--- src/design/maa_pkg.sv ---
// ============================================================================
// maa_pkg
// Shared constants for the moving-average anomaly alarm: field widths,
// default window depths and the threshold reset value.
// ============================================================================
`timescale 1ns / 1ps
`default_nettype none

package maa_pkg;

    // Field widths of the sample, threshold and result words
    localparam int SAMPLE_W    = 16;
    localparam int THRESH_W    = 7;
    localparam int AVG_W       = 16;
    localparam int COUNT_OUT_W = 5;

    // Default ring and sub-window depths
    localparam int WINDOW_DEPTH_DEF    = 100;
    localparam int SUBWINDOW_DEPTH_DEF = 20;

    // Threshold in percent: reset value and full scale
    localparam logic [THRESH_W-1:0] THRESH_RESET = 7'd75;
    localparam int                  PERCENT_FULL = 100;

endpackage : maa_pkg

`default_nettype wire

--- src/design/maa_sample_if.sv ---
// ============================================================================
// maa_sample_if
// Valid/ready channel that carries one sensor sample per word.
// ============================================================================
`timescale 1ns / 1ps
`default_nettype none

interface maa_sample_if;

    logic                          valid;
    logic                          ready;
    logic [maa_pkg::SAMPLE_W-1:0]  sample;

    modport source (output valid, output sample, input ready);
    modport sink   (input valid, input sample, output ready);

endinterface : maa_sample_if

`default_nettype wire

--- src/design/maa_result_if.sv ---
// ============================================================================
// maa_result_if
// Valid/ready channel that carries one detector result per word.
// ============================================================================
`timescale 1ns / 1ps
`default_nettype none

interface maa_result_if;

    logic                             valid;
    logic                             ready;
    logic                             alarm;
    logic                             sample_anomalous;
    logic [maa_pkg::AVG_W-1:0]        window_average;
    logic [maa_pkg::COUNT_OUT_W-1:0]  flagged_count;

    modport source (output valid, output alarm, output sample_anomalous,
                    output window_average, output flagged_count, input ready);
    modport sink   (input valid, input alarm, input sample_anomalous,
                    input window_average, input flagged_count, output ready);

endinterface : maa_result_if

`default_nettype wire

--- src/design/maa_const_div.sv ---
// ============================================================================
// maa_const_div
// Registered floor division by a constant: multiply by a rounded-up
// reciprocal and drop the fraction bits. Exact for every IN_W-bit input.
// ============================================================================
`timescale 1ns / 1ps
`default_nettype none

module maa_const_div #(
    parameter int IN_W    = 23,
    parameter int DIVISOR = 100,
    parameter int OUT_W   = 16
) (
    input  wire logic             clk,
    input  wire logic             en,
    input  wire logic [IN_W-1:0]  dividend,
    output logic      [OUT_W-1:0] quotient_reg
);

    // Shift of IN_W + ceil(log2 D) keeps the error below one part in D
    localparam int SHIFT   = IN_W + $clog2(DIVISOR);
    localparam int RECIP_W = IN_W + 1;
    localparam int PROD_W  = IN_W + RECIP_W;
    localparam logic [63:0] RECIP_FULL =
        ((64'd1 << SHIFT) + 64'(DIVISOR - 1)) / 64'(DIVISOR);
    localparam logic [RECIP_W-1:0] RECIP = RECIP_W'(RECIP_FULL);

    logic [PROD_W-1:0] prod;

    assign prod = PROD_W'(dividend) * PROD_W'(RECIP);

    // Quotient register
    always_ff @(posedge clk)
    begin
        if (en)
        begin
            quotient_reg <= OUT_W'(prod >> SHIFT);
        end
    end

endmodule : maa_const_div

`default_nettype wire

--- src/design/maa_sample_ring.sv ---
// ============================================================================
// maa_sample_ring
// Sample ring memory: one port that writes the new sample and returns the
// old content of the same slot through a read register.
// ============================================================================
`timescale 1ns / 1ps
`default_nettype none

module maa_sample_ring #(
    parameter int DEPTH  = 100,
    parameter int ADDR_W = 7
) (
    input  wire logic                         clk,
    input  wire logic                         en,
    input  wire logic [ADDR_W-1:0]            addr,
    input  wire logic [maa_pkg::SAMPLE_W-1:0] wdata,
    output logic      [maa_pkg::SAMPLE_W-1:0] rdata_reg
);

    logic [maa_pkg::SAMPLE_W-1:0] mem [DEPTH];

    // Read-before-write: the evicted sample comes out as the new one goes in
    always_ff @(posedge clk)
    begin
        if (en)
        begin
            rdata_reg <= mem[addr];
            mem[addr] <= wdata;
        end
    end

endmodule : maa_sample_ring

`default_nettype wire

--- src/design/maa_flag_ring.sv ---
// ============================================================================
// maa_flag_ring
// Anomaly flag ring memory: one write port, two registered read ports,
// with write-to-read forwarding when a read hits the slot being written.
// ============================================================================
`timescale 1ns / 1ps
`default_nettype none

module maa_flag_ring #(
    parameter int DEPTH  = 100,
    parameter int ADDR_W = 7
) (
    input  wire logic              clk,
    input  wire logic              wr_en,
    input  wire logic [ADDR_W-1:0] wr_addr,
    input  wire logic              wr_flag,
    input  wire logic              rd_en,
    input  wire logic [ADDR_W-1:0] rd_addr_a,
    input  wire logic [ADDR_W-1:0] rd_addr_b,
    output logic                   rd_flag_a_reg,
    output logic                   rd_flag_b_reg
);

    logic mem [DEPTH];

    // Write port
    always_ff @(posedge clk)
    begin
        if (wr_en)
        begin
            mem[wr_addr] <= wr_flag;
        end
    end

    // Read ports; a same-edge write to the read slot is forwarded
    always_ff @(posedge clk)
    begin
        if (rd_en)
        begin
            rd_flag_a_reg <= (wr_en && (wr_addr == rd_addr_a)) ? wr_flag : mem[rd_addr_a];
            rd_flag_b_reg <= (wr_en && (wr_addr == rd_addr_b)) ? wr_flag : mem[rd_addr_b];
        end
    end

endmodule : maa_flag_ring

`default_nettype wire

--- src/design/moving_average_anomaly_alarm.sv ---
// ============================================================================
// moving_average_anomaly_alarm
// Throughput: one word per cycle while results are accepted, set by the
// single write port of each ring and the running-sum and flag-count
// registers, each updated once per word. Reset: control state clears at
// once; threshold resets to 75; the rings get no clearing pass, and their
// contents are used only after they have been written.
// ============================================================================
`timescale 1ns / 1ps
`default_nettype none

module moving_average_anomaly_alarm #(
    parameter int WINDOW_DEPTH    = maa_pkg::WINDOW_DEPTH_DEF,
    parameter int SUBWINDOW_DEPTH = maa_pkg::SUBWINDOW_DEPTH_DEF
) (
    input  wire logic                         clk,
    input  wire logic                         rst_n,
    input  wire logic                         cfg_wr_en,
    input  wire logic [maa_pkg::THRESH_W-1:0] cfg_wr_data,
    maa_sample_if.sink                        samples,
    maa_result_if.source                      results
);

    localparam int ADDR_W   = $clog2(WINDOW_DEPTH);
    localparam int FILL_W   = $clog2(WINDOW_DEPTH + 1);
    localparam int SUM_W    = maa_pkg::SAMPLE_W + ADDR_W;
    localparam int SPAN_MAX = (SUBWINDOW_DEPTH < WINDOW_DEPTH) ? SUBWINDOW_DEPTH
                                                               : WINDOW_DEPTH;
    localparam int CNT_W    = $clog2(SPAN_MAX + 1);
    localparam int T_W      = maa_pkg::THRESH_W;
    localparam int TS_W     = T_W + $clog2(SUBWINDOW_DEPTH + 1);
    localparam int CMP_W    = (CNT_W + T_W > TS_W) ? CNT_W + T_W : TS_W;
    localparam int FAC_W    = T_W + 1;
    localparam int PROD_W   = maa_pkg::SAMPLE_W + FAC_W;
    localparam int LIMIT_W  = maa_pkg::SAMPLE_W + 1;
    localparam bit ENTER_FROM_RING = (SUBWINDOW_DEPTH < WINDOW_DEPTH);
    localparam int ENTER_OFS       = ENTER_FROM_RING ? SUBWINDOW_DEPTH : 0;

    typedef struct packed {
        logic [maa_pkg::SAMPLE_W-1:0] sample;
        logic [ADDR_W-1:0]            slot;
        logic [ADDR_W-1:0]            ent_slot;  // slot that joins the sub-window
        logic                         full;      // oldest sample leaves the ring
        logic                         ent_mem;   // joining flag comes from the ring
        logic                         ent_new;   // joining flag is this word's own
        logic                         cal;
        logic [T_W-1:0]               t;
        logic [TS_W-1:0]              ts;        // t * sub-window depth
    } item_t;

    // ------------------------------------------------------------------
    // Declarations
    // ------------------------------------------------------------------
    logic [T_W-1:0]     thr_reg;
    logic [FILL_W-1:0]  fill_reg;
    logic [ADDR_W-1:0]  oldest_reg;
    logic [FILL_W-1:0]  cal_cnt_reg;
    logic               is_cal_reg;
    logic [SUM_W-1:0]   sum_reg;
    logic [SUM_W-1:0]   sum_next;
    logic [CNT_W-1:0]   count_reg;
    logic [CNT_W-1:0]   count_next;

    logic [6:1]         rdy;
    logic [6:1]         mv;
    logic [5:1]         vld_reg;
    item_t              st_reg [1:5];

    logic               full_c;
    logic [ADDR_W-1:0]  slot_c;
    logic [ADDR_W:0]    ent_sum;
    logic [T_W-1:0]     t_sat;
    item_t              item_c;

    logic [maa_pkg::SAMPLE_W-1:0] old_sample;
    logic [maa_pkg::AVG_W-1:0]    avg3;
    logic [maa_pkg::AVG_W-1:0]    avg4_reg;
    logic [maa_pkg::AVG_W-1:0]    avg5_reg;
    logic [FAC_W-1:0]             fac_hi;
    logic [FAC_W-1:0]             fac_lo;
    logic [PROD_W-1:0]            hi_prod_reg;
    logic [PROD_W-1:0]            lo_prod_reg;
    logic [LIMIT_W-1:0]           hi5;
    logic [LIMIT_W-1:0]           lo5;
    logic                         leave_rd;
    logic                         enter_rd;
    logic                         flag5;
    logic                         leave5;
    logic                         enter5;
    logic                         alarm_c;

    logic                               out_vld_reg;
    logic                               out_alarm_reg;
    logic                               out_flag_reg;
    logic [maa_pkg::AVG_W-1:0]          out_avg_reg;
    logic [maa_pkg::COUNT_OUT_W-1:0]    out_count_reg;

    // ------------------------------------------------------------------
    // Pipeline flow control: a stage moves when the next one has room
    // ------------------------------------------------------------------
    always_comb
    begin
        rdy[6] = !out_vld_reg || results.ready;
        for (int k = 5; k >= 1; k--)
        begin
            rdy[k] = !vld_reg[k] || rdy[k + 1];
        end
        mv[1] = samples.valid && rdy[1];
        for (int k = 2; k <= 6; k++)
        begin
            mv[k] = vld_reg[k - 1] && rdy[k];
        end
    end

    assign samples.ready = rdy[1];

    always_ff @(posedge clk or negedge rst_n)
    begin
        if (!rst_n)
        begin
            vld_reg     <= '0;
            out_vld_reg <= 1'b0;
        end
        else
        begin
            for (int k = 1; k <= 5; k++)
            begin
                if (mv[k])
                begin
                    vld_reg[k] <= 1'b1;
                end
                else if (mv[k + 1])
                begin
                    vld_reg[k] <= 1'b0;
                end
            end
            if (mv[6])
            begin
                out_vld_reg <= 1'b1;
            end
            else if (results.ready)
            begin
                out_vld_reg <= 1'b0;
            end
        end
    end

    // ------------------------------------------------------------------
    // Threshold register
    // ------------------------------------------------------------------
    always_ff @(posedge clk or negedge rst_n)
    begin
        if (!rst_n)
        begin
            thr_reg <= maa_pkg::THRESH_RESET;
        end
        else if (cfg_wr_en)
        begin
            thr_reg <= cfg_wr_data;
        end
    end

    // ------------------------------------------------------------------
    // Accept: slot selection, sub-window bookkeeping, ring pointers
    // ------------------------------------------------------------------
    assign full_c  = (fill_reg == FILL_W'(WINDOW_DEPTH));
    assign slot_c  = full_c ? oldest_reg : fill_reg[ADDR_W-1:0];
    assign ent_sum = {1'b0, slot_c} + (ADDR_W + 1)'(ENTER_OFS);
    assign t_sat   = (thr_reg > T_W'(maa_pkg::PERCENT_FULL)) ? T_W'(maa_pkg::PERCENT_FULL)
                                                             : thr_reg;

    always_comb
    begin
        item_c.sample   = samples.sample;
        item_c.slot     = slot_c;
        item_c.ent_slot = (ent_sum >= (ADDR_W + 1)'(WINDOW_DEPTH))
                        ? ADDR_W'(ent_sum - (ADDR_W + 1)'(WINDOW_DEPTH))
                        : ent_sum[ADDR_W-1:0];
        item_c.full     = full_c;
        item_c.ent_mem  = full_c && ENTER_FROM_RING;
        item_c.ent_new  = full_c ? !ENTER_FROM_RING : (int'(fill_reg) < SUBWINDOW_DEPTH);
        item_c.cal      = is_cal_reg;
        item_c.t        = t_sat;
        item_c.ts       = TS_W'(t_sat) * TS_W'(SUBWINDOW_DEPTH);
    end

    always_ff @(posedge clk or negedge rst_n)
    begin
        if (!rst_n)
        begin
            fill_reg    <= '0;
            oldest_reg  <= '0;
            cal_cnt_reg <= '0;
            is_cal_reg  <= 1'b0;
        end
        else if (mv[1])
        begin
            if (full_c)
            begin
                oldest_reg <= (oldest_reg == ADDR_W'(WINDOW_DEPTH - 1)) ? '0
                                                                         : oldest_reg + 1'b1;
            end
            else
            begin
                fill_reg <= fill_reg + 1'b1;
            end
            // calibration runs for WINDOW_DEPTH + 1 words
            if (!is_cal_reg && (cal_cnt_reg != FILL_W'(WINDOW_DEPTH)))
            begin
                cal_cnt_reg <= cal_cnt_reg + 1'b1;
            end
            else
            begin
                is_cal_reg <= 1'b1;
            end
        end
    end

    // Stage payload shift
    always_ff @(posedge clk)
    begin
        if (mv[1])
        begin
            st_reg[1] <= item_c;
        end
        for (int k = 2; k <= 5; k++)
        begin
            if (mv[k])
            begin
                st_reg[k] <= st_reg[k - 1];
            end
        end
    end

    // Sample ring: write new sample, fetch the one it replaces
    maa_sample_ring #(
        .DEPTH  (WINDOW_DEPTH),
        .ADDR_W (ADDR_W)
    ) u_sample_ring (
        .clk       (clk),
        .en        (mv[1]),
        .addr      (slot_c),
        .wdata     (samples.sample),
        .rdata_reg (old_sample)
    );

    // ------------------------------------------------------------------
    // Stage 1 -> 2: running window sum
    // ------------------------------------------------------------------
    assign sum_next = sum_reg + SUM_W'(st_reg[1].sample)
                    - (st_reg[1].full ? SUM_W'(old_sample) : '0);

    always_ff @(posedge clk or negedge rst_n)
    begin
        if (!rst_n)
        begin
            sum_reg <= '0;
        end
        else if (mv[2])
        begin
            sum_reg <= sum_next;
        end
    end

    // ------------------------------------------------------------------
    // Stage 2 -> 3: average = sum / WINDOW_DEPTH
    // ------------------------------------------------------------------
    maa_const_div #(
        .IN_W    (SUM_W),
        .DIVISOR (WINDOW_DEPTH),
        .OUT_W   (maa_pkg::AVG_W)
    ) u_avg_div (
        .clk          (clk),
        .en           (mv[3]),
        .dividend     (sum_reg),
        .quotient_reg (avg3)
    );

    // ------------------------------------------------------------------
    // Stage 3 -> 4: band products avg * (100 +/- t)
    // ------------------------------------------------------------------
    assign fac_hi = FAC_W'(maa_pkg::PERCENT_FULL) + FAC_W'(st_reg[3].t);
    assign fac_lo = FAC_W'(maa_pkg::PERCENT_FULL) - FAC_W'(st_reg[3].t);

    always_ff @(posedge clk)
    begin
        if (mv[4])
        begin
            hi_prod_reg <= PROD_W'(avg3) * PROD_W'(fac_hi);
            lo_prod_reg <= PROD_W'(avg3) * PROD_W'(fac_lo);
            avg4_reg    <= avg3;
        end
        if (mv[5])
        begin
            avg5_reg <= avg4_reg;
        end
    end

    // ------------------------------------------------------------------
    // Stage 4 -> 5: band limits, flag ring reads
    // ------------------------------------------------------------------
    maa_const_div #(
        .IN_W    (PROD_W),
        .DIVISOR (maa_pkg::PERCENT_FULL),
        .OUT_W   (LIMIT_W)
    ) u_hi_div (
        .clk          (clk),
        .en           (mv[5]),
        .dividend     (hi_prod_reg),
        .quotient_reg (hi5)
    );

    maa_const_div #(
        .IN_W    (PROD_W),
        .DIVISOR (maa_pkg::PERCENT_FULL),
        .OUT_W   (LIMIT_W)
    ) u_lo_div (
        .clk          (clk),
        .en           (mv[5]),
        .dividend     (lo_prod_reg),
        .quotient_reg (lo5)
    );

    maa_flag_ring #(
        .DEPTH  (WINDOW_DEPTH),
        .ADDR_W (ADDR_W)
    ) u_flag_ring (
        .clk           (clk),
        .wr_en         (mv[6]),
        .wr_addr       (st_reg[5].slot),
        .wr_flag       (flag5),
        .rd_en         (mv[5]),
        .rd_addr_a     (st_reg[4].slot),
        .rd_addr_b     (st_reg[4].ent_slot),
        .rd_flag_a_reg (leave_rd),
        .rd_flag_b_reg (enter_rd)
    );

    // ------------------------------------------------------------------
    // Stage 5: flag, sub-window count, alarm
    // ------------------------------------------------------------------
    assign flag5  = st_reg[5].cal
                 && (({1'b0, st_reg[5].sample} >= hi5) || ({1'b0, st_reg[5].sample} <= lo5));
    assign leave5 = st_reg[5].full && leave_rd;
    assign enter5 = st_reg[5].ent_mem ? enter_rd : (st_reg[5].ent_new && flag5);

    assign count_next = count_reg - CNT_W'(leave5) + CNT_W'(enter5);
    // floor(count*100/S) >= t  <=>  count*100 >= t*S
    assign alarm_c    = (CMP_W'(count_next) * CMP_W'(maa_pkg::PERCENT_FULL))
                     >= CMP_W'(st_reg[5].ts);

    always_ff @(posedge clk or negedge rst_n)
    begin
        if (!rst_n)
        begin
            count_reg <= '0;
        end
        else if (mv[6])
        begin
            count_reg <= count_next;
        end
    end

    // Output register
    always_ff @(posedge clk)
    begin
        if (mv[6])
        begin
            out_alarm_reg <= alarm_c;
            out_flag_reg  <= flag5;
            out_avg_reg   <= avg5_reg;
            out_count_reg <= maa_pkg::COUNT_OUT_W'(count_next);
        end
    end

    assign results.valid            = out_vld_reg;
    assign results.alarm            = out_alarm_reg;
    assign results.sample_anomalous = out_flag_reg;
    assign results.window_average   = out_avg_reg;
    assign results.flagged_count    = out_count_reg;

    // ------------------------------------------------------------------
    // Assertions
    // ------------------------------------------------------------------
    a_oldest_zero_while_filling: assert property (@(posedge clk) disable iff (!rst_n)
        (fill_reg != FILL_W'(WINDOW_DEPTH)) |-> (oldest_reg == '0))
        else $error("oldest pointer moved before ring filled");

    a_cal_after_count: assert property (@(posedge clk) disable iff (!rst_n)
        is_cal_reg |-> (cal_cnt_reg == FILL_W'(WINDOW_DEPTH)))
        else $error("calibrated before calibration count completed");

    a_count_within_fill: assert property (@(posedge clk) disable iff (!rst_n)
        count_reg <= fill_reg)
        else $error("flag count exceeds ring occupancy");

    a_count_within_span: assert property (@(posedge clk) disable iff (!rst_n)
        int'(count_reg) <= SPAN_MAX)
        else $error("flag count exceeds sub-window span");

    a_flag_needs_cal: assert property (@(posedge clk) disable iff (!rst_n)
        (results.valid && results.sample_anomalous) |-> is_cal_reg)
        else $error("anomaly flag raised during calibration");

endmodule : moving_average_anomaly_alarm

`default_nettype wire

--- src/flat_wrapper.sv ---
// flat-port wrapper written by rule: the top's interface ports become plain ports
module moving_average_anomaly_alarm_flat 
#(
    parameter int WINDOW_DEPTH    = maa_pkg::WINDOW_DEPTH_DEF,
    parameter int SUBWINDOW_DEPTH = maa_pkg::SUBWINDOW_DEPTH_DEF
)
  (clk, rst_n, cfg_wr_en, cfg_wr_data, samples_valid, samples_sample, samples_ready, results_valid, results_alarm, results_sample_anomalous, results_window_average, results_flagged_count, results_ready);
  maa_sample_if samples_i ();
  maa_result_if results_i ();
  input  wire logic clk;
  input  wire logic rst_n;
  input  wire logic cfg_wr_en;
  input  wire logic [maa_pkg::THRESH_W-1:0] cfg_wr_data;
  input wire logic [$bits(samples_i.valid)-1:0] samples_valid;
  input wire logic [$bits(samples_i.sample)-1:0] samples_sample;
  output wire logic [$bits(samples_i.ready)-1:0] samples_ready;
  output wire logic [$bits(results_i.valid)-1:0] results_valid;
  output wire logic [$bits(results_i.alarm)-1:0] results_alarm;
  output wire logic [$bits(results_i.sample_anomalous)-1:0] results_sample_anomalous;
  output wire logic [$bits(results_i.window_average)-1:0] results_window_average;
  output wire logic [$bits(results_i.flagged_count)-1:0] results_flagged_count;
  input wire logic [$bits(results_i.ready)-1:0] results_ready;
  assign samples_i.valid = samples_valid;
  assign samples_i.sample = samples_sample;
  assign samples_ready = samples_i.ready;
  assign results_valid = results_i.valid;
  assign results_alarm = results_i.alarm;
  assign results_sample_anomalous = results_i.sample_anomalous;
  assign results_window_average = results_i.window_average;
  assign results_flagged_count = results_i.flagged_count;
  assign results_i.ready = results_ready;
  moving_average_anomaly_alarm #(.WINDOW_DEPTH(WINDOW_DEPTH), .SUBWINDOW_DEPTH(SUBWINDOW_DEPTH)) u_core (.clk(clk), .rst_n(rst_n), .cfg_wr_en(cfg_wr_en), .cfg_wr_data(cfg_wr_data), .samples(samples_i), .results(results_i));
endmodule
--- config.mk ---
export PLATFORM = sky130hd
export DESIGN_NAME = moving_average_anomaly_alarm_flat
export DESIGN_NICKNAME = d
export VERILOG_FILES = /design/src/design/maa_pkg.sv /design/src/design/maa_sample_if.sv /design/src/design/maa_result_if.sv /design/src/design/maa_const_div.sv /design/src/design/maa_sample_ring.sv /design/src/design/maa_flag_ring.sv /design/src/design/moving_average_anomaly_alarm.sv /design/src/flat_wrapper.sv
export SDC_FILE = /design/constraint.sdc
export NUM_CORES = 2
export LEC_CHECK = 0
export ABC_AREA = 0
export ABC_CLOCK_PERIOD_IN_PS = 9500
export BUFFER_PORTS_ARGS = -buffer_cell sky130_fd_sc_hd__buf_4
export CAP_MARGIN = 15
export CORE_MARGIN = 5
export CORE_UTILIZATION = 37
export DETAILED_ROUTE_END_ITERATION = 10
export HOLD_SLACK_MARGIN = 0.1
export PLACE_DENSITY_LB_ADDON = 0.12
export SLEW_MARGIN = 30
export SYNTH_ARGS = -nofsm -noshare
export SYNTH_HDL_FRONTEND = slang
export SYNTH_SLANG_ARGS = --single-unit
--- constraint.sdc ---
create_clock -name clk -period 9.5 [get_ports clk]
set_input_delay 0.95 -clock clk [delete_from_list [all_inputs] [get_ports clk]]
set_output_delay 0.95 -clock clk [all_outputs]
set_load 0.01 [all_outputs]
# Word-level counts from Yosys, hierarchy flattened
# Memories as Yosys holds them, arrays and structs flattened. A register that Yosys moved wholly into a read port is not among the register bits.
# Cells that the tools add are included.
[word_totals] reg_bits=216 ram_bits=1965 input_bits=28 memories=3
[memory_table] memory="u_core.u_sample_ring.mem" words=100 word_bits=16 rd=1 rd_ports_with_merged_regs=1 write_ports=1 line="maa_sample_ring.sv:20" text="logic [maa_pkg::SAMPLE_W-1:0] mem [DEPTH];"
[memory_table] memory="u_core.st_reg" words=5 word_bits=53 rd=5 rd_ports_with_merged_regs=0 write_ports=5 line="moving_average_anomaly_alarm.sv:67" text="item_t st_reg [1:5];"
[memory_table] memory="u_core.u_flag_ring.mem" words=100 word_bits=1 rd=2 rd_ports_with_merged_regs=2 write_ports=1 line="maa_flag_ring.sv:24" text="logic mem [DEPTH];"
[classes] add_sub_neg=11 multipliers=7 magnitude_cmp=6 eq_ne=3 mux=31 bitwise_logic=2 reduce_logical=34
[ops] operator="multiplier 24 x 25 -> 48 bit (second input constant)" n=2
[ops] operator="multiplier 16 x 8 -> 24 bit" n=2
[ops] operator="multiplier 23 x 24 -> 46 bit (second input constant)" n=1
[ops] operator="2-to-1 mux 7 bit" n=4
[ops] operator="2-to-1 mux 1 bit" n=26
[ops] operator="adder 23 x 16 -> 23 bit" n=1
[ops] operator="subtractor 23 bit" n=1
[ops] operator="adder 7 x 1 -> 7 bit (second input constant)" n=3
[ops] operator="greater-or-equal comparator 16 x 17 -> 1 bit" n=1
[ops] operator="less-or-equal comparator 16 x 17 -> 1 bit" n=1
[ops] operator="2-to-1 mux 16 bit" n=1
[ops] operator="equality test 7 bit (second input constant)" n=2
[ops] operator="greater-or-equal comparator 12 bit" n=1
[ops] operator="nonzero test 2 bit" n=6
[ops] operator="logical AND 1 bit" n=10
[ops] operator="multiplier 5 x 5 -> 10 bit (second input constant)" n=1
[ops] operator="multiplier 7 x 3 -> 10 bit (second input constant)" n=1
[ops] operator="adder 7 x 5 -> 8 bit (second input constant)" n=1
[ops] operator="adder 7 x 7 -> 8 bit (first input constant)" n=1
[ops] operator="greater-or-equal comparator 8 x 7 -> 1 bit (second input constant)" n=1
[ops] operator="AND reduction 2 bit" n=4
[ops] operator="subtractor 7 x 7 -> 8 bit (first input constant)" n=1
[ops] operator="greater-than comparator 7 bit (second input constant)" n=1
[ops] operator="logical NOT 1 bit" n=7
[ops] operator="other kinds (7)" n=14

# Longest topological paths before layout
[depth] word_depth=10 depth_mapped=30

# Cells and area by module
# A second synthesis with hierarchy kept.
[hier_totals] hier_cells=9226 area_unflattened_um2=123455.9
[by_module_without_submodules] module="maa_sample_ring" n_inst=1 cells_per_inst=3600 area_per_inst_um2=62419.9 seq_area_each_um2=48526.5
[by_module_without_submodules] module="moving_average_anomaly_alarm" n_inst=1 cells_per_inst=2102 area_per_inst_um2=24440.9 seq_area_each_um2=11100.6
[by_module_without_submodules] module="maa_const_div (u_core.u_hi_div)" n_inst=1 cells_per_inst=1048 area_per_inst_um2=10556.4 seq_area_each_um2=510.5
[by_module_without_submodules] module="maa_const_div (u_core.u_lo_div)" n_inst=1 cells_per_inst=1045 area_per_inst_um2=10343.7 seq_area_each_um2=510.5
[by_module_without_submodules] module="maa_const_div (u_core.u_avg_div)" n_inst=1 cells_per_inst=1005 area_per_inst_um2=9970.8 seq_area_each_um2=480.5
[by_module_without_submodules] module="maa_flag_ring" n_inst=1 cells_per_inst=426 area_per_inst_um2=5724.2 seq_area_each_um2=3062.9

# Least setup slack after synthesis
# No wires, ideal clock.
[synth_timing] path_type="input-to-reg" from="input port results_ready" to="register u_core.avg5_reg[0] in the netlist's numbering, enable pin" setup_time_ps=669 t_arrival_ps=7428 required_ps=8831 path_slack_ps=1404 cell_stages=2 n_path_buf=0 path_cell_list="nor2b_1 -> a21boi_0"
[synth_via] elab_chain_len=3
[synth_rtl] item="start, declared" line="flat_wrapper.sv:22" text="input wire logic [$bits(results_i.ready)-1:0] results_ready;"
[synth_rtl] item="logical OR 1 bit" line="moving_average_anomaly_alarm.sv:103" text="rdy[6] = !out_vld_reg || results.ready;"
[synth_rtl] item="logical OR 1 bit" line="moving_average_anomaly_alarm.sv:106" text="rdy[k] = !vld_reg[k] || rdy[k + 1];"
[synth_rtl] item="logical AND 1 bit" line="moving_average_anomaly_alarm.sv:111" text="mv[k] = vld_reg[k - 1] && rdy[k];"
[synth_rtl] item="named net u_core.mv (one bit)" line="moving_average_anomaly_alarm.sv:65" text="logic [6:1] mv;"
[synth_rtl] item="end signal, assigned" line="moving_average_anomaly_alarm.sv:295" text="avg5_reg <= avg4_reg;"
[synth_rtl] item="end, declared" line="moving_average_anomaly_alarm.sv:78" text="logic [maa_pkg::AVG_W-1:0] avg5_reg;"
# The timed path passes the listed nets, and every way through them passes these cells.
# A chain may end at the register's enable or synchronous reset.

# Worst setup path after layout
[layout_timing] from="register u_core.lo_prod_reg[13]" to="register u_core.u_lo_div.quotient_reg[16] (data pin)"
[layout_via] elab_chain_len=1
[layout_rtl] item="start, declared" line="moving_average_anomaly_alarm.sv:82" text="logic [PROD_W-1:0] lo_prod_reg;"
[layout_rtl] item="start signal, assigned" line="moving_average_anomaly_alarm.sv:290" text="lo_prod_reg <= PROD_W'(avg3) * PROD_W'(fac_lo);"
[layout_rtl] item="multiplier 24 x 25 -> 48 bit" line="maa_const_div.sv:30" text="assign prod = PROD_W'(dividend) * PROD_W'(RECIP);"
[layout_rtl] item="named net u_core.u_lo_div.prod[47]" line="maa_const_div.sv:28" text="logic [PROD_W-1:0] prod;"
[layout_rtl] item="end signal, assigned" line="maa_const_div.sv:37" text="quotient_reg <= OUT_W'(prod >> SHIFT);"
[layout_rtl] item="end, declared" line="maa_const_div.sv:17" text="output logic [OUT_W-1:0] quotient_reg"
# The timed path passes the listed nets, and every way through them passes these cells.

==> results by group <==
Run status
  • Status: completed

Routing
  • Drt pass-1 iters: 6
  • Antenna Nets Post-Route: 0
  • Vias per cell: 5.20
  • WL final: 330000 µm
  • Wirelength per Cell: 24.9 µm
  • Residual DRC count: 0
  • Vias: 68800
  • First DRT Iteration DRCs: 5589

Final layout
  • Final nets: 10600
  • Fillers: 29200
  • Design Area, Final: 0.131 mm²
  • Most frequent cells in the layout: edfxtp_1 (2085), inv_1 (1238), ha_1 (926)
  • Area Growth Syn to Fin: 12.0%
  • Number of flip-flops under the largest register name: 1600
  • Commonest non-fill, non-tap cell in the layout: edfxtp_1
  • Fraction of layout cells with a size suffix above 1: 0.0827

Run
  • Max-Cap Viols: 0

Setup path
  • R2R Path Start: u_core.lo_prod_reg[13]$_DFFE_PP_
  • Startpoint Class: flop
  • Critical Path End Type: flop
  • Critical Path AT: 8.25 ns
  • R2r endpoint: u_core.u_lo_div.quotient_reg[16]$_DFFE_PP_
  • CP startpoint: u_core.lo_prod_reg[13]$_DFFE_PP_
  • Critical Path RT: 10.05 ns
  • Worst-path fanout max: 9
  • Setup CP Type: reg2reg
  • Setup slack, reg-to-reg: 1.80 ns
  • R2R depth: 24

Place
  • GPL Wtd Cong: 0.856
  • Cell Area, Placed: 0.123 mm²
  • Port Buf Inserts: 52
  • HPWL Detailed: 225000 µm

Floorplanning
  • Core area: 0.315 mm²
  • Die area: 0.328 mm²
  • Rows: 206
  • Die Y: 572 µm
  • Die W: 572 µm
  • Starting Density: 0.372
  • Top-Level Pins: 53

Min path
  • Min-delay worst type: in2reg
  • Hold Crit Start: samples_sample[0]
  • Min-Delay Endpoint: u_core.u_sample_ring.mem[85][0]$_DFFE_PP_
  • Hold Path Depth: 1

Global route
  • Initial antenna violation count: 13
  • Grt ovf: 0
  • Largest net degree at the start of global routing: 102
  • First-pass GRT wire length: 488000 µm
  • Total global-route track usage: 0.201
  • Vias in the first global route: 71200

Synthesis
  • Syn Std Cell Area: 0.117 mm²
  • Number of synthesized flops with an enable pin: 2085
  • Gate count of the mapped netlist: 8670
  • Netlist cell types: 83
  • YS warnings: 0
  • Asr flop ratio synth: 0.0293
  • Synth Flop Type: edfxtp_1
  • Number of synthesized register bits: 2148
  • Syn_area_per_cell: 13.5 µm²
  • Post-synthesis sequential area ratio: 0.549
  • Syn nets: 10400

Clock tree
  • Clock Latency Late Sink: 0.92 ns
  • CTS clk-pin slew, worst paths: 0.06 ns
  • Sink Count: 2148
  • Maximum root-to-sink buffer count: 4
  • CTS Buf Count: 234
  • Post-cts resize count: 0
  • Htree depth: 4
  • TritonCTS clock tree: yes
  • CTS Root Cell: clkbuf_16

Timing
  • Max Transition Viols Final: 0
  • Slew @ Worst Pin: 1.04 ns
  • Final setup viols: 0
  • RSZ-0062 raised after global routing: no
  • Worst relative slew slack: 0.304
  • Setup tns final: 0 ns
  • Clock Skew: 0.138 ns
  • Final Cycle Share: 0.811
  • Fmax: 0.130 GHz
  • Final min period: 7.70 ns
  • Final Hold Fails: 0
[synth_stat cells (7+ instances only)]
master / n / area share
edfxtp_1: 2085 / 0.54
inv_1: 1242 / 0.040
ha_1: 926 / 0.099
nand2_1: 840 / 0.027
fa_1: 784 / 0.13
a21oi_1: 380 / 0.016
nor2_1: 312 / 0.010
o21ai_0: 161 / 0.0069
a221oi_1: 148 / 0.011
nand3_1: 140 / 0.0060
clkbuf_1: 132 / 0.0042
a211oi_1: 127 / 0.0081
buf_2: 124 / 0.0053
and2_1: 105 / 0.0056
a222oi_1: 101 / 0.0086
xnor2_1: 101 / 0.0076
a22oi_1: 98 / 0.0063
nor2b_1: 77 / 0.0041
nand4_1: 69 / 0.0037
a21o_1: 66 / 0.0042
nor3_1: 62 / 0.0027
dfrtp_1: 59 / 0.013
xor2_1: 46 / 0.0034
mux4_2: 43 / 0.0083
mux2i_1: 36 / 0.0031
o21a_1: 32 / 0.0021
nand2b_1: 30 / 0.0016
and3_1: 29 / 0.0016
a31oi_1: 27 / 0.0014
buf_1: 23 / 0.00074
buf_4: 20 / 0.0013
o21bai_1: 17 / 0.0011
a221o_1: 16 / 0.0014
mux2_2: 16 / 0.0015
o31ai_1: 16 / 0.0010
o22ai_1: 14 / 0.00075
o2111ai_1: 13 / 0.00097
a2111oi_0: 11 / 0.00082
nor4_1: 10 / 0.00053
or2_2: 10 / 0.00053
o211ai_1: 8 / 0.00051
o221ai_1: 8 / 0.00060
or3_1: 8 / 0.00043
a31o_2: 7 / 0.00052
[worst max-delay path, cell delays in order (launching register included)]
cell	delay, ns
edfxtp_1	0.63
fa_1	0.64
inv_1	0.10
fa_1	0.41
fa_1	0.55
inv_1	0.06
fa_1	0.54
inv_1	0.06
fa_1	0.47
inv_1	0.05
fa_1	0.49
fa_1	0.42
ha_1	0.35
nand4_1	0.18
a211oi_1	0.28
o31ai_1	0.15
a311oi_1	0.36
nor3_1	0.09
buf_4	0.19
a211oi_1	0.35
o21ai_0	0.22
o21ai_0	0.44
nor4_1	0.09
nor3_1	0.24
xnor2_1	0.10
[per-layer routing]
metal | global-route usage | share of wire
met3 | 0.0234 | 0.048
met4 | 0.0422 | 0.023
met2 | 0.339 | 0.49
met1 | 0.281 | 0.44
met5 | 0 | 0.000055
[cell type report]
class / instances / area (µm²) / share of cell area
Antenna cell: 5 / 12.5 / 0.0000955
Clock buffer: 268 / 6020 / 0.0460
Clock inverter: 163 / 1790 / 0.0137
Inverter: 1247 / 4690 / 0.0358
Multi-Input combinational cell: 4974 / 47000 / 0.358
Sequential cell: 2148 / 64200 / 0.490
Tap cell: 4160 / 5200 / 0.0397
Timing Repair Buffer: 267 / 2160 / 0.0165
[metrics by stage]
| stage | utilization | cells | hold WS [ns] | setup WS [ns] |
|---|---|---|---|---|
| 6_report | 0.416 | 13200 | 0.315 | 1.80 |
| 5_1_grt | 0.416 | 13200 | 0.266 | 1.12 |
| 4_1_cts | 0.416 | 13200 | 0.251 | 1.67 |
| 3_5_place_dp | 0.391 | 12800 | 0.405 | 1.69 |
| 3_3_place_gp | 0.391 | 12800 | 0.401 | 1.66 |
| 2_1_floorplan | - | 8670 | 0.400 | 1.40 |
[cells by family (layout without fill, tap and decap cells)]
group | Yosys count | in the layout | synth area share
mux | 96 | 96 | 0.0131
flops | 2148 | 2148 | 0.549
buf+inv | 1548 | 1945 | 0.0517
xor+xnor | 147 | 147 | 0.0110
other cells | 0 | 5 | 0
compound gates | 1309 | 1309 | 0.0774
simple gates | 1712 | 1712 | 0.0651
fa+ha+maj | 1710 | 1710 | 0.233
[how the worst max path moves through the flow]
stage / slack (ns) / endpoint
2_1_floorplan: 1.40 / u_core.avg5_reg[0]$_DFFE_PP_
3_3_place_gp: 1.66 / u_core.u_hi_div.quotient_reg[2]$_DFFE_PP_
3_5_place_dp: 1.69 / u_core.u_hi_div.quotient_reg[2]$_DFFE_PP_
4_1_cts: 1.67 / u_core.u_hi_div.quotient_reg[2]$_DFFE_PP_
5_1_grt: 1.12 / u_core.u_hi_div.quotient_reg[2]$_DFFE_PP_
6_report: 1.80 / u_core.u_lo_div.quotient_reg[16]$_DFFE_PP_
[what timing repair did]
item	4_1_cts	5_1_grt
endpoints found under the setup margin	0	0
setup buffers	0	0
hold buffers	1	0
endpoints found under the hold margin	12	0
Power is not shown: default switching activity piles up to over one toggle a cycle in this logic, so the estimate is an artifact.
